<file path="src/sv/ptw_pkg.sv">
// ----------------------------------------------------------------------------
// ptw_pkg
// Shared types and constants of the two-level page table walker: memory
// geometry, queue depths, the classified item, the result and the memory
// request.
// ----------------------------------------------------------------------------
package ptw_pkg;

  localparam int MEM_BYTES   = 4096;
  localparam int ADDR_W      = $clog2(MEM_BYTES);
  localparam int BYTE_W      = 8;
  localparam int WORD_BYTES  = 4;
  localparam int WORD_W      = BYTE_W * WORD_BYTES;
  localparam int NUM_BANKS   = WORD_BYTES;
  localparam int LANE_W      = $clog2(NUM_BANKS);
  localparam int ROWS        = MEM_BYTES / NUM_BANKS;
  localparam int ROW_W       = $clog2(ROWS);
  localparam int VA_W        = 14;
  localparam int IDX_W       = 4;
  localparam int OFFSET_W    = 6;
  localparam int FRAME_W     = ADDR_W - OFFSET_W;
  localparam int FRONT_DEPTH = 4;
  localparam int FRONT_PTR_W = $clog2(FRONT_DEPTH);
  localparam int FRONT_CNT_W = $clog2(FRONT_DEPTH + 1);
  localparam int RES_DEPTH   = 2;
  localparam int RES_PTR_W   = $clog2(RES_DEPTH);
  localparam int RES_CNT_W   = $clog2(RES_DEPTH + 1);

  typedef enum logic {
    OP_WRITE = 1'b0,
    OP_XLATE = 1'b1
  } ptw_op_t;

  typedef struct packed {
    ptw_op_t                 op;
    logic [ADDR_W-1:0]       byte_addr;
    logic [BYTE_W-1:0]       byte_value;
    logic [VA_W-1:0]         virtual_addr;
  } ptw_item_t;

  typedef struct packed {
    logic                    outer_valid;
    logic                    inner_valid;
    logic [ADDR_W-1:0]       phys_addr;
    logic [WORD_W-1:0]       word_data;
  } ptw_result_t;

  typedef struct packed {
    logic                    rd_en;
    logic [ADDR_W-1:0]       rd_addr;
    logic                    wr_en;
    logic [ADDR_W-1:0]       wr_addr;
    logic [BYTE_W-1:0]       wr_data;
  } ptw_mem_req_t;

endpackage

</file>
<file path="src/sv/ptw_front.sv">
// ----------------------------------------------------------------------------
// ptw_front
// Front end: accepts input transactions, classifies them as byte writes or
// translations and holds them in a short queue for the walker.
// ----------------------------------------------------------------------------
module ptw_front (
  input  logic                      clk,
  input  logic                      rst_n,
  input  logic                      push,
  input  logic                      command,
  input  logic [ptw_pkg::ADDR_W-1:0] byte_addr,
  input  logic [ptw_pkg::BYTE_W-1:0] byte_value,
  input  logic [ptw_pkg::VA_W-1:0]  virtual_addr,
  output logic                      full,
  output logic                      head_valid,
  output ptw_pkg::ptw_item_t        head,
  input  logic                      pop
);
  import ptw_pkg::*;

  ptw_item_t              queue_r [FRONT_DEPTH];
  logic [FRONT_PTR_W-1:0] wr_ptr_r;
  logic [FRONT_PTR_W-1:0] rd_ptr_r;
  logic [FRONT_CNT_W-1:0] cnt_r;
  ptw_item_t              item;
  logic                   do_push;
  logic                   do_pop;

  always_comb begin
    item.op           = command ? OP_XLATE : OP_WRITE;
    item.byte_addr    = byte_addr;
    item.byte_value   = byte_value;
    item.virtual_addr = virtual_addr;
  end

  assign full       = (cnt_r == FRONT_CNT_W'(FRONT_DEPTH));
  assign head_valid = (cnt_r != '0);
  assign head       = queue_r[rd_ptr_r];
  assign do_push    = push && !full;
  assign do_pop     = pop && head_valid;

  always_ff @(posedge clk) begin
    if (do_push) begin
      queue_r[wr_ptr_r] <= item;
    end
  end

  always_ff @(posedge clk) begin
    if (!rst_n) begin
      wr_ptr_r <= '0;
      rd_ptr_r <= '0;
      cnt_r    <= '0;
    end else begin
      if (do_push) begin
        wr_ptr_r <= wr_ptr_r + 1'b1;
      end
      if (do_pop) begin
        rd_ptr_r <= rd_ptr_r + 1'b1;
      end
      case ({do_push, do_pop})
        2'b10:   cnt_r <= cnt_r + 1'b1;
        2'b01:   cnt_r <= cnt_r - 1'b1;
        default: cnt_r <= cnt_r;
      endcase
    end
  end

endmodule

</file>
<file path="config.mk">
export PLATFORM = sky130hd
export DESIGN_NAME = ptw_front
export DESIGN_NICKNAME = d
export VERILOG_FILES = /design/src/sv/ptw_pkg.sv /design/src/sv/ptw_front.sv
export SDC_FILE = /design/constraint.sdc
export NUM_CORES = 1
export LEC_CHECK = 0
export ABC_AREA = 1
export BUFFER_PORTS_ARGS = -buffer_cell sky130_fd_sc_hd__buf_2
export CAP_MARGIN = 20
export CORE_MARGIN = 3
export CORE_UTILIZATION = 57
export DETAILED_ROUTE_END_ITERATION = 8
export GPL_ROUTABILITY_DRIVEN = 0
export GPL_TIMING_DRIVEN = 0
export PLACE_DENSITY = 0.81
export SLEW_MARGIN = 0
export SYNTH_ARGS = -nofsm -noshare
export SYNTH_HDL_FRONTEND = slang
export SYNTH_SLANG_ARGS = --single-unit
</file>
<file path="constraint.sdc">
create_clock -name clk -period 3.3 [get_ports clk]
set_input_delay 0.33 -clock clk [delete_from_list [all_inputs] [get_ports clk]]
set_output_delay 0.33 -clock clk [all_outputs]
set_load 0.05 [all_outputs]
</file>
==> metrics.txt <==
CTS Root Cell clkbuf_8; Arr. time, crit path 2.03 ns; total grt overflow 0; final period demand of the worst path around 2.4 ns; pin count of the biggest net entering global routing 23; via/cell ratio 5.71; CP top delay family buffers and inverters; Initial Util 60.0%; worst-path cell chain inv_2 -> buf_2 -> o21ai_0 -> o22ai_1 -> buf_2; status completed; synthesized area 0.00565 mm2; I/O Pins 76; Worst path most repeated cell buf_2; CP peak stage delay 0.42 ns; final design utilization roughly three quarters; setup violators final 0; number of distinct library cells after synthesis 19; commonest non-fill, non-tap cell in the layout edfxtp_1; crit-path max FO 10; Clock Path Buffers 2; vias 3689; Final #Nets 550; DP Wirelength 7.46 mm; Synth Area per Inst 13.9 um2; Hold Slack 0.0331 ns; R2R Path End cnt_r[2]; Tot Pwr slightly above 6 mW; vias in the first global route between 3000 and 4000; Critical-path top delay cell dfxtp_1; clk_skew 0.00875 ns; TritonCTS Sinks around 150; Crit path required time 2.97 ns; DRC viols 0; RSZ-0062 raised after global routing no; WP buf/inv 3; crit path capture head[7]; sequential cell area 0.00438 mm2; FF-to-FF setup slack 1.30 ns; Cells after Synth between 400 and 500; sequential area share after synthesis 77.6%; Critical Path Source Type register; worst skew pair latency 0.51 ns; leakage power approximately 2.5 nW; Initial DRC Count 255; r2r startpoint cnt_r[1]; post-cts hold buffer count 0; critical path type reg -> out; Max transition margin 55.1%; final slew viol count 0; ANT nets after route 0; clock-pin slew on the worst setup and hold paths ~0.060 ns; Worst VDD drop 0.588 mV; Layout area overhead 22.1%; commonest cells after routing, fill and taps aside edfxtp_1, buf_2, nor2_1; Max Cap Viol 0; R2R cell count 12; synth warn 0; Chip Width about 110 um; CTS resizes 0; slew of the pin with the lowest slew margin 0.672 ns; die area ~0.011 mm2; initial antenna violation count 0; Core ar. approximately 0.0094 mm2; DIE HEIGHT 106 um; syn_nets 452; number of buffers created by CTS 17; Filler cells around 570; Worst Hold Class in -> reg; Tcrit/Tclk final a little under three quarters; PortBufs 75; CTS tree built; setup bufs post-CTS 0; share of cells above drive strength 1 26.3%; endpoint class of the critical path primary output; WL/cell 18.7 um; first drt pass iteration count 5; power per cell area 883 mW/mm2; # rows 35; first-pass GRT wire length 19.0 mm; final wirelength 12.1 mm; FMAX around 420 MHz; CTS H-tree depth 4; Diodes inserted 0; #FFs+latches synth between 100 and 150; Placement Setup Slack around 1.3 ns; Fin Setup TNS 0 ns; slack of the critical path 0.945 ns; Total GRT Usage 22.6%; Multi-input gate area 0.00110 mm2; Fin. Hold Viols 0; CP Depth 5
power breakdown:
part / switching (mW) / internal [mW]
Clock: 0.711 / 1.14
Combinational: 1.48 / 0.445
Sequential: 0.0562 / 2.25
worst reg2reg max path: cells and delay by family, from the launching register on:
kind | cells | cell delay (ns)
flip-flops | 1 | 0.32
buffers and inverters | 2 | 0.15
adder cells (fa/ha/maj) | 2 | 0.62
AND/OR/NAND/NOR | 8 | 0.82
registers in the layout (all words and copies together) (netlist names), named ones only:
| register | count |
|---|---|
| cnt_r | 3 |
| queue_r | 140 |
| wr_ptr_r | 2 |
| rd_ptr_r | 2 |
metal layers:
metal	part of all wire [%]	up-vias	GRT usage, %	routed length, um
li1	-	1695	-	-
met1	39	1787	28.9	4770
met2	51	185	37.4	6200
met3	7.7	22	5.33	932
met4	1.7	0	9.62	207
met5	0	-	0	0
synth_stat cells:
cell type | number | share of area, %
a21oi_1 | 5 | 0.44
buf_2 | 16 | 1.4
buf_4 | 3 | 0.40
buf_6 | 1 | 0.20
clkbuf_2 | 1 | 0.089
clkinv_2 | 1 | 0.089
dfxtp_1 | 9 | 3.2
edfxtp_1 | 140 | 74
fa_1 | 1 | 0.35
ha_1 | 5 | 1.1
inv_1 | 17 | 1.1
inv_2 | 1 | 0.066
nand2_1 | 14 | 0.93
nand2_2 | 1 | 0.11
nand3_1 | 5 | 0.44
nor2_1 | 80 | 5.3
o21ai_0 | 49 | 4.3
o21ai_1 | 23 | 2.0
o22ai_1 | 35 | 3.9
cell type report:
class | count | share of cell area (%)
Buffer | 21 | 1.72
Timing Repair Buffer | 79 | 6.93
Clock inverter | 13 | 2.32
Sequential cell | 149 | 63.6
Multi-Input combinational cell | 218 | 16.0
Tap cell | 129 | 2.34
Clock buffer | 18 | 6.06
Inverter | 19 | 1.05
cell families after synthesis:
| group | count (synthesis) | share of synthesized area, % |
|---|---|---|
| AO/OA/AOI/OAI | 112 | 10.7 |
| adder cells (fa/ha/maj) | 6 | 1.46 |
| buffers and inverters | 40 | 3.39 |
| flip-flops | 149 | 77.6 |
| AND/OR/NAND/NOR | 100 | 6.80 |
through the flow:
step / area [um2] / instances
after detailed placement: 6320 / 615
final: 6890 / 646
after CTS: 6890 / 646
after floorplan: 5650 / 407
after global routing: 6890 / 646
after global placement: 6180 / 611
how the worst min path moves through the flow:
stage,start,to,slack [ns],depth (start not counted)
3_3_place_gp,rd_ptr_r[1],rd_ptr_r[1],0.49,2
3_5_place_dp,rd_ptr_r[1],rd_ptr_r[1],0.49,2
4_1_cts,command,queue_r[1][34],0.009,1
2_1_floorplan,virtual_addr[0],queue_r[0][0],0.43,0
6_report,command,queue_r[1][34],0.03,1
5_1_grt,byte_addr[1],queue_r[2][23],0.02,1
Power figures use the tool's default switching activity.
