### src/sv/ptw_pkg.sv
// ----------------------------------------------------------------------------
// ptw_pkg
// Shared types and constants of the two-level page table walker: memory
// geometry, queue depths, the classified item, the result and the memory
// request.
// ----------------------------------------------------------------------------
package ptw_pkg;

  localparam int MEM_BYTES   = 4096;
  localparam int ADDR_W      = $clog2(MEM_BYTES);
  localparam int BYTE_W      = 8;
  localparam int WORD_BYTES  = 4;
  localparam int WORD_W      = BYTE_W * WORD_BYTES;
  localparam int NUM_BANKS   = WORD_BYTES;
  localparam int LANE_W      = $clog2(NUM_BANKS);
  localparam int ROWS        = MEM_BYTES / NUM_BANKS;
  localparam int ROW_W       = $clog2(ROWS);
  localparam int VA_W        = 14;
  localparam int IDX_W       = 4;
  localparam int OFFSET_W    = 6;
  localparam int FRAME_W     = ADDR_W - OFFSET_W;
  localparam int FRONT_DEPTH = 4;
  localparam int FRONT_PTR_W = $clog2(FRONT_DEPTH);
  localparam int FRONT_CNT_W = $clog2(FRONT_DEPTH + 1);
  localparam int RES_DEPTH   = 2;
  localparam int RES_PTR_W   = $clog2(RES_DEPTH);
  localparam int RES_CNT_W   = $clog2(RES_DEPTH + 1);

  typedef enum logic {
    OP_WRITE = 1'b0,
    OP_XLATE = 1'b1
  } ptw_op_t;

  typedef struct packed {
    ptw_op_t                 op;
    logic [ADDR_W-1:0]       byte_addr;
    logic [BYTE_W-1:0]       byte_value;
    logic [VA_W-1:0]         virtual_addr;
  } ptw_item_t;

  typedef struct packed {
    logic                    outer_valid;
    logic                    inner_valid;
    logic [ADDR_W-1:0]       phys_addr;
    logic [WORD_W-1:0]       word_data;
  } ptw_result_t;

  typedef struct packed {
    logic                    rd_en;
    logic [ADDR_W-1:0]       rd_addr;
    logic                    wr_en;
    logic [ADDR_W-1:0]       wr_addr;
    logic [BYTE_W-1:0]       wr_data;
  } ptw_mem_req_t;

endpackage

### src/sv/ptw_walker.sv
// ----------------------------------------------------------------------------
// ptw_walker
// Back end: carries out queued transactions. Byte writes go straight to
// memory; translations walk outer entry, inner entry and data word, and
// the result lands in a two-entry result queue.
// ----------------------------------------------------------------------------
module ptw_walker (
  input  logic                        clk,
  input  logic                        rst_n,
  input  logic [ptw_pkg::ADDR_W-1:0]  table_base,
  input  logic                        head_valid,
  input  ptw_pkg::ptw_item_t          head,
  output logic                        pop,
  output ptw_pkg::ptw_mem_req_t       mem_req,
  input  logic [ptw_pkg::WORD_W-1:0]  rd_word,
  input  logic                        res_pop,
  output logic                        res_empty,
  output ptw_pkg::ptw_result_t        res_head
);
  import ptw_pkg::*;

  typedef enum logic [1:0] {
    ST_IDLE,
    ST_OUTER,
    ST_INNER,
    ST_DATA
  } state_t;

  state_t               st_r, st_nxt;
  logic [VA_W-1:0]      va_r, va_nxt;
  logic [ADDR_W-1:0]    pa_r, pa_nxt;
  ptw_result_t          res_q_r [RES_DEPTH];
  logic [RES_PTR_W-1:0] res_wr_r;
  logic [RES_PTR_W-1:0] res_rd_r;
  logic [RES_CNT_W-1:0] res_cnt_r;
  logic                 res_push;
  ptw_result_t          res_in;
  logic                 res_room;
  logic                 do_res_pop;
  logic [ADDR_W-1:0]    outer_addr;
  logic [ADDR_W-1:0]    inner_addr;

  assign res_room   = (res_cnt_r < RES_CNT_W'(RES_DEPTH));
  assign res_empty  = (res_cnt_r == '0);
  assign res_head   = res_q_r[res_rd_r];
  assign do_res_pop = res_pop && !res_empty;

  // word-sized entries, index scaled by four
  assign outer_addr = table_base +
      ADDR_W'({head.virtual_addr[VA_W-1 -: IDX_W], {LANE_W{1'b0}}});
  assign inner_addr = rd_word[WORD_W-1 -: ADDR_W] +
      ADDR_W'({va_r[OFFSET_W+IDX_W-1 -: IDX_W], {LANE_W{1'b0}}});

  always_comb begin
    st_nxt   = st_r;
    va_nxt   = va_r;
    pa_nxt   = pa_r;
    pop      = 1'b0;
    mem_req  = '0;
    res_push = 1'b0;
    res_in   = '0;
    unique case (st_r)
      ST_IDLE: begin
        if (head_valid) begin
          if (head.op == OP_WRITE) begin
            pop             = 1'b1;
            mem_req.wr_en   = 1'b1;
            mem_req.wr_addr = head.byte_addr;
            mem_req.wr_data = head.byte_value;
          end else if (res_room) begin
            pop             = 1'b1;
            mem_req.rd_en   = 1'b1;
            mem_req.rd_addr = outer_addr;
            va_nxt          = head.virtual_addr;
            st_nxt          = ST_OUTER;
          end
        end
      end
      ST_OUTER: begin
        if (rd_word[0]) begin
          mem_req.rd_en   = 1'b1;
          mem_req.rd_addr = inner_addr;
          st_nxt          = ST_INNER;
        end else begin
          res_push = 1'b1;
          st_nxt   = ST_IDLE;
        end
      end
      ST_INNER: begin
        if (rd_word[0]) begin
          pa_nxt          = {rd_word[WORD_W-1 -: FRAME_W], va_r[OFFSET_W-1:0]};
          mem_req.rd_en   = 1'b1;
          mem_req.rd_addr = pa_nxt;
          st_nxt          = ST_DATA;
        end else begin
          res_push           = 1'b1;
          res_in.outer_valid = 1'b1;
          st_nxt             = ST_IDLE;
        end
      end
      ST_DATA: begin
        res_push           = 1'b1;
        res_in.outer_valid = 1'b1;
        res_in.inner_valid = 1'b1;
        res_in.phys_addr   = pa_r;
        res_in.word_data   = rd_word;
        st_nxt             = ST_IDLE;
      end
      default: begin
        st_nxt = ST_IDLE;
      end
    endcase
  end

  always_ff @(posedge clk) begin
    if (!rst_n) begin
      st_r <= ST_IDLE;
    end else begin
      st_r <= st_nxt;
    end
    va_r <= va_nxt;
    pa_r <= pa_nxt;
  end

  always_ff @(posedge clk) begin
    if (res_push) begin
      res_q_r[res_wr_r] <= res_in;
    end
  end

  always_ff @(posedge clk) begin
    if (!rst_n) begin
      res_wr_r  <= '0;
      res_rd_r  <= '0;
      res_cnt_r <= '0;
    end else begin
      if (res_push) begin
        res_wr_r <= res_wr_r + 1'b1;
      end
      if (do_res_pop) begin
        res_rd_r <= res_rd_r + 1'b1;
      end
      case ({res_push, do_res_pop})
        2'b10:   res_cnt_r <= res_cnt_r + 1'b1;
        2'b01:   res_cnt_r <= res_cnt_r - 1'b1;
        default: res_cnt_r <= res_cnt_r;
      endcase
    end
  end

  a_res_no_overflow: assert property (@(posedge clk) disable iff (!rst_n)
    res_push |-> (res_cnt_r < RES_CNT_W'(RES_DEPTH)))
    else $error("result queue overflow");

  a_pop_only_idle: assert property (@(posedge clk) disable iff (!rst_n)
    pop |-> (st_r == ST_IDLE) && head_valid)
    else $error("front queue popped outside idle");

  a_data_after_inner: assert property (@(posedge clk) disable iff (!rst_n)
    (st_r == ST_DATA) |-> ($past(st_r) == ST_INNER))
    else $error("data read without inner entry");

endmodule

### config.mk
export PLATFORM = sky130hd
export DESIGN_NAME = ptw_walker
export DESIGN_NICKNAME = d
export VERILOG_FILES = /design/src/sv/ptw_pkg.sv /design/src/sv/ptw_walker.sv
export SDC_FILE = /design/constraint.sdc
export NUM_CORES = 1
export LEC_CHECK = 0
export ABC_AREA = 0
export BUFFER_PORTS_ARGS = -buffer_cell sky130_fd_sc_hd__buf_2
export CORE_ASPECT_RATIO = 2
export CORE_MARGIN = 1
export CORE_UTILIZATION = 52
export DETAILED_ROUTE_END_ITERATION = 7
export GPL_TIMING_DRIVEN = 0
export PLACE_DENSITY = 0.8
export SLEW_MARGIN = 10
export SYNTH_ARGS = -nofsm -noshare
export SYNTH_HDL_FRONTEND = slang
export SYNTH_SLANG_ARGS = --single-unit
### constraint.sdc
create_clock -name clk -period 5.63 [get_ports clk]
set_clock_uncertainty 0.1 [all_clocks]
set_input_delay 1.4075 -clock clk [delete_from_list [all_inputs] [get_ports clk]]
set_output_delay 1.4075 -clock clk [all_outputs]
set_load 0.01 [all_outputs]
==> flow_summary.json <==
{
  "die_area_sq_mm": 0.0112,
  "crit_path_end_kind": "output port",
  "fmax_mhz": 213,
  "synth_ff_type": "edfxtp_1",
  "p_leak_uw": 0.00299,
  "startpoint_type": "input pin",
  "arrival_ns": 3.19,
  "drive_gt1_share_pct": 44.1,
  "synth_area_sq_mm": 0.00560,
  "drt_drc_violations_left": 0,
  "n_antenna_cell": 0,
  "cts_max_path_buffers": 2,
  "avgSynthCellArea_sq_um": 14.1,
  "core_sq_mm": 0.0105,
  "power_uw": 2360,
  "fillers": 769,
  "synth-seq-area-share_pct": 63.6,
  "gp_congestion": 0.877,
  "root_buffer": "clkbuf_16",
  "syn_nets": 496,
  "ant_nets": 0,
  "rsz0062_at_grt": "false",
  "worstPathRequired_ns": 4.12,
  "dieHeight_um": 149,
  "final.setup.tns_ns": 0,
  "crit_top_cell": "buf_2",
  "io_buffers": 164,
  "area_growth_pct": 29.5,
  "cts_resized": 0,
  "num_vias": 3897,
  "num_rows": 53,
  "status": "complete, no violations",
  "fin_cells": 733,
  "grt_pass1_vias": 4029,
  "startpoint": "table_base[2]",
  "vdd_drop_max_mv": 0.219,
  "p_sw_share_pct": 22.8,
  "whs_path_depth": 0,
  "drt_iter0_drc": 110,
  "critPathMaxStageDelay_ns": 0.40,
  "syn_inst": 398,
  "yosysWarnings": 0,
  "hold_buffers": 0,
  "synth_edf_count": 114,
  "path_cells": "buf_2, ha_1, inv_1, fa_1, nor2b_1, o21a_1, o21ai_0, nor3b_1, o31a_1, buf_2",
  "dp_cells": 701,
  "crit_family": "adder cells",
  "holdPathEnd": "pa_r[3]",
  "cp_num_buf_inv": 3,
  "seqPwrFrac_pct": 42.6,
  "reg2reg_depth": 5,
  "r2r_start": "st_r[0]",
  "p_clk_share_pct": 45.5,
  "hp-class": "reg -> reg",
  "clock_latency_ns": 0.40,
  "p_comb_share_pct": 11.9,
  "pin_count": 165,
  "grt_usage_pct": 22.9,
  "wl_per_cell_um": 16.2,
  "cts_setup_buffers": 0,
  "worst_pin_slew_ns": 0.645,
  "crit_type": "in -> out",
  "fin_crit_sh_pct": 83.4,
  "pre_cts_slack_ns": 0.972,
  "grt_pass1_wl_um": 18600,
  "die_width_um": 75.4,
  "yosysUniqueCellTypes": 49,
  "slew_violations": 0,
  "relSlewSlack_pct": 56.9,
  "htreeDepth": 4,
  "grt_antenna_before_repair": 0,
  "viasPerCell": 5.32,
  "drtPass1Iterations": 5,
  "synthArstFlopShare_pct": 0,
  "r2r_setup_slack_ns": 3.25,
  "reg2reg_to": "res_q_r[0][17]",
  "slowest_stage": "fa_1",
  "hold_viol": 0,
  "powerDensity_mw_per_mm2": 326,
  "clk_pin_slew_worst_paths_ns": 0.05,
  "cts_tree": "done",
  "min_from": "va_r[3]",
  "start_util_pct": 53.4,
  "path_max_fanout": 3,
  "nNetsFinal": 681,
  "min_period_ns": 4.70,
  "numCtsBuffers": 17,
  "switchingPower_uw": 539,
  "worst_slack_ns": 0.932,
  "dp_hpwl_um": 8840,
  "routed_wl_um": 11900,
  "internal_power_uw": 1820,
  "final-setup-viol-count": 0,
  "clkSinkCount": 121,
  "grt_overflow": 0,
  "grt_start_max_net_pins": 28,
  "synth.ff_latch_count": 121,
  "maxCapViolCount": 0
}
==> sequential cells by signal, summed over array words and instances (netlist names), named ones only <==
| signal | cells |
|---|---|
| res_wr_r | 1 |
| res_q_r | 92 |
| pa_r | 12 |
| st_r | 2 |
| va_r | 10 |
| res_rd_r | 1 |
| res_cnt_r | 2 |
==> synthesized netlist by cell type, drive strengths merged, types with 3 or more instances <==
cell | number | area (sq um)
a211oi | 3 | 22.5
a21o | 3 | 30.0
a21oi | 12 | 60.1
a222oi | 4 | 40.0
a31oi | 7 | 43.8
and2 | 64 | 400
and3 | 4 | 25.0
buf | 9 | 57.6
clkbuf | 7 | 26.3
dfxtp | 7 | 140
edfxtp | 114 | 3420
ha | 13 | 163
inv | 17 | 63.8
mux2 | 46 | 518
mux2i | 3 | 30.0
nand2 | 9 | 36.3
nand3 | 5 | 37.5
nand4 | 3 | 18.8
nor2 | 18 | 67.6
nor2b | 7 | 51.3
nor3 | 5 | 25.0
o21a | 3 | 23.8
o21ai | 6 | 30.0
xnor2 | 6 | 52.6
==> cell usage in the layout (no fill, tap or decap), drive strengths merged, types with 3 or more instances in the layout <==
master and count:
o21ai 6, nand4 3, mux2 46, a21oi 12, dfxtp 7, a211oi 3
a222oi 4, nor2 18, ha 13, clkinvlp 6, and2 64, and3 4
a21o 3, mux2i 3, o21a 3, edfxtp 114, clkinv 6, nor3 5
clkbuf 24, xnor2 6, buf 175, a31oi 7, nand3 5, bufinv 3
nand2 9, nor2b 7, inv 17
==> power groups by stage <==
stage	Clock (uW)	Sequential (uW)	Combinational, uW
after floorplan	0	1020	168
after CTS	1090	1010	284
after global routing	1130	1010	308
after global placement	0	1020	274
final	1080	1010	281
after detailed placement	0	1020	281
==> cells by family (layout without fill, tap and decap cells) <==
logic type | after synthesis | count (layout) | synth area share [%]
buf+inv | 33 | 231 | 2.64
simple gates | 120 | 120 | 12.4
fa+ha+maj | 15 | 15 | 3.62
flops | 121 | 121 | 63.6
xor+xnor | 8 | 8 | 1.25
mux | 49 | 49 | 9.79
compound gates | 52 | 52 | 6.61
==> metal layers <==
metal | global-route usage [%] | wire length (um)
met1 | 20.1 | 3900
met2 | 44.0 | 6940
met3 | 5.88 | 694
met4 | 12.3 | 373
met5 | 0 | 0
==> worst max path at each step <==
stage / end / cells after the start
floorplan: res_q_r[0][0] / 4
global placement: res_q_r[0][15] / 5
detailed placement: mem_req[31] / 10
CTS: mem_req[27] / 10
global route: mem_req[31] / 10
finish: mem_req[27] / 10
==> worst reg2reg max path: stages (launching register included) <==
cell and delay, ns:
dfxtp_1 0.36, inv_1 0.09, ha_1 0.30, or2_2 0.40, nor2_4 0.52, buf_12 0.28
==> per-stage QoR <==
step | instance area [sq um] | util (%) | hold WS [ns]
after floorplan | 5600 | - | 0.325
after global placement | 6590 | 62.9 | 0.343
after detailed placement | 6650 | 63.4 | 0.348
after CTS | 7250 | 69.2 | 0.360
after global routing | 7250 | 69.2 | 0.379
final | 7250 | 69.2 | 0.358
==> cell type report <==
class | count | area, sq um | area share, %
flip-flops and latches | 121 | 3560 | 49.1
multi-input cells | 244 | 1900 | 26.2
repair buffers | 166 | 861 | 11.9
clock buffers | 17 | 425 | 5.87
clock inverters | 15 | 179 | 2.47
well taps | 137 | 171 | 2.36
plain buffers | 16 | 83.8 | 1.16
inverters | 17 | 63.8 | 0.880
Note: power is estimated with default switching activity, not from simulation.
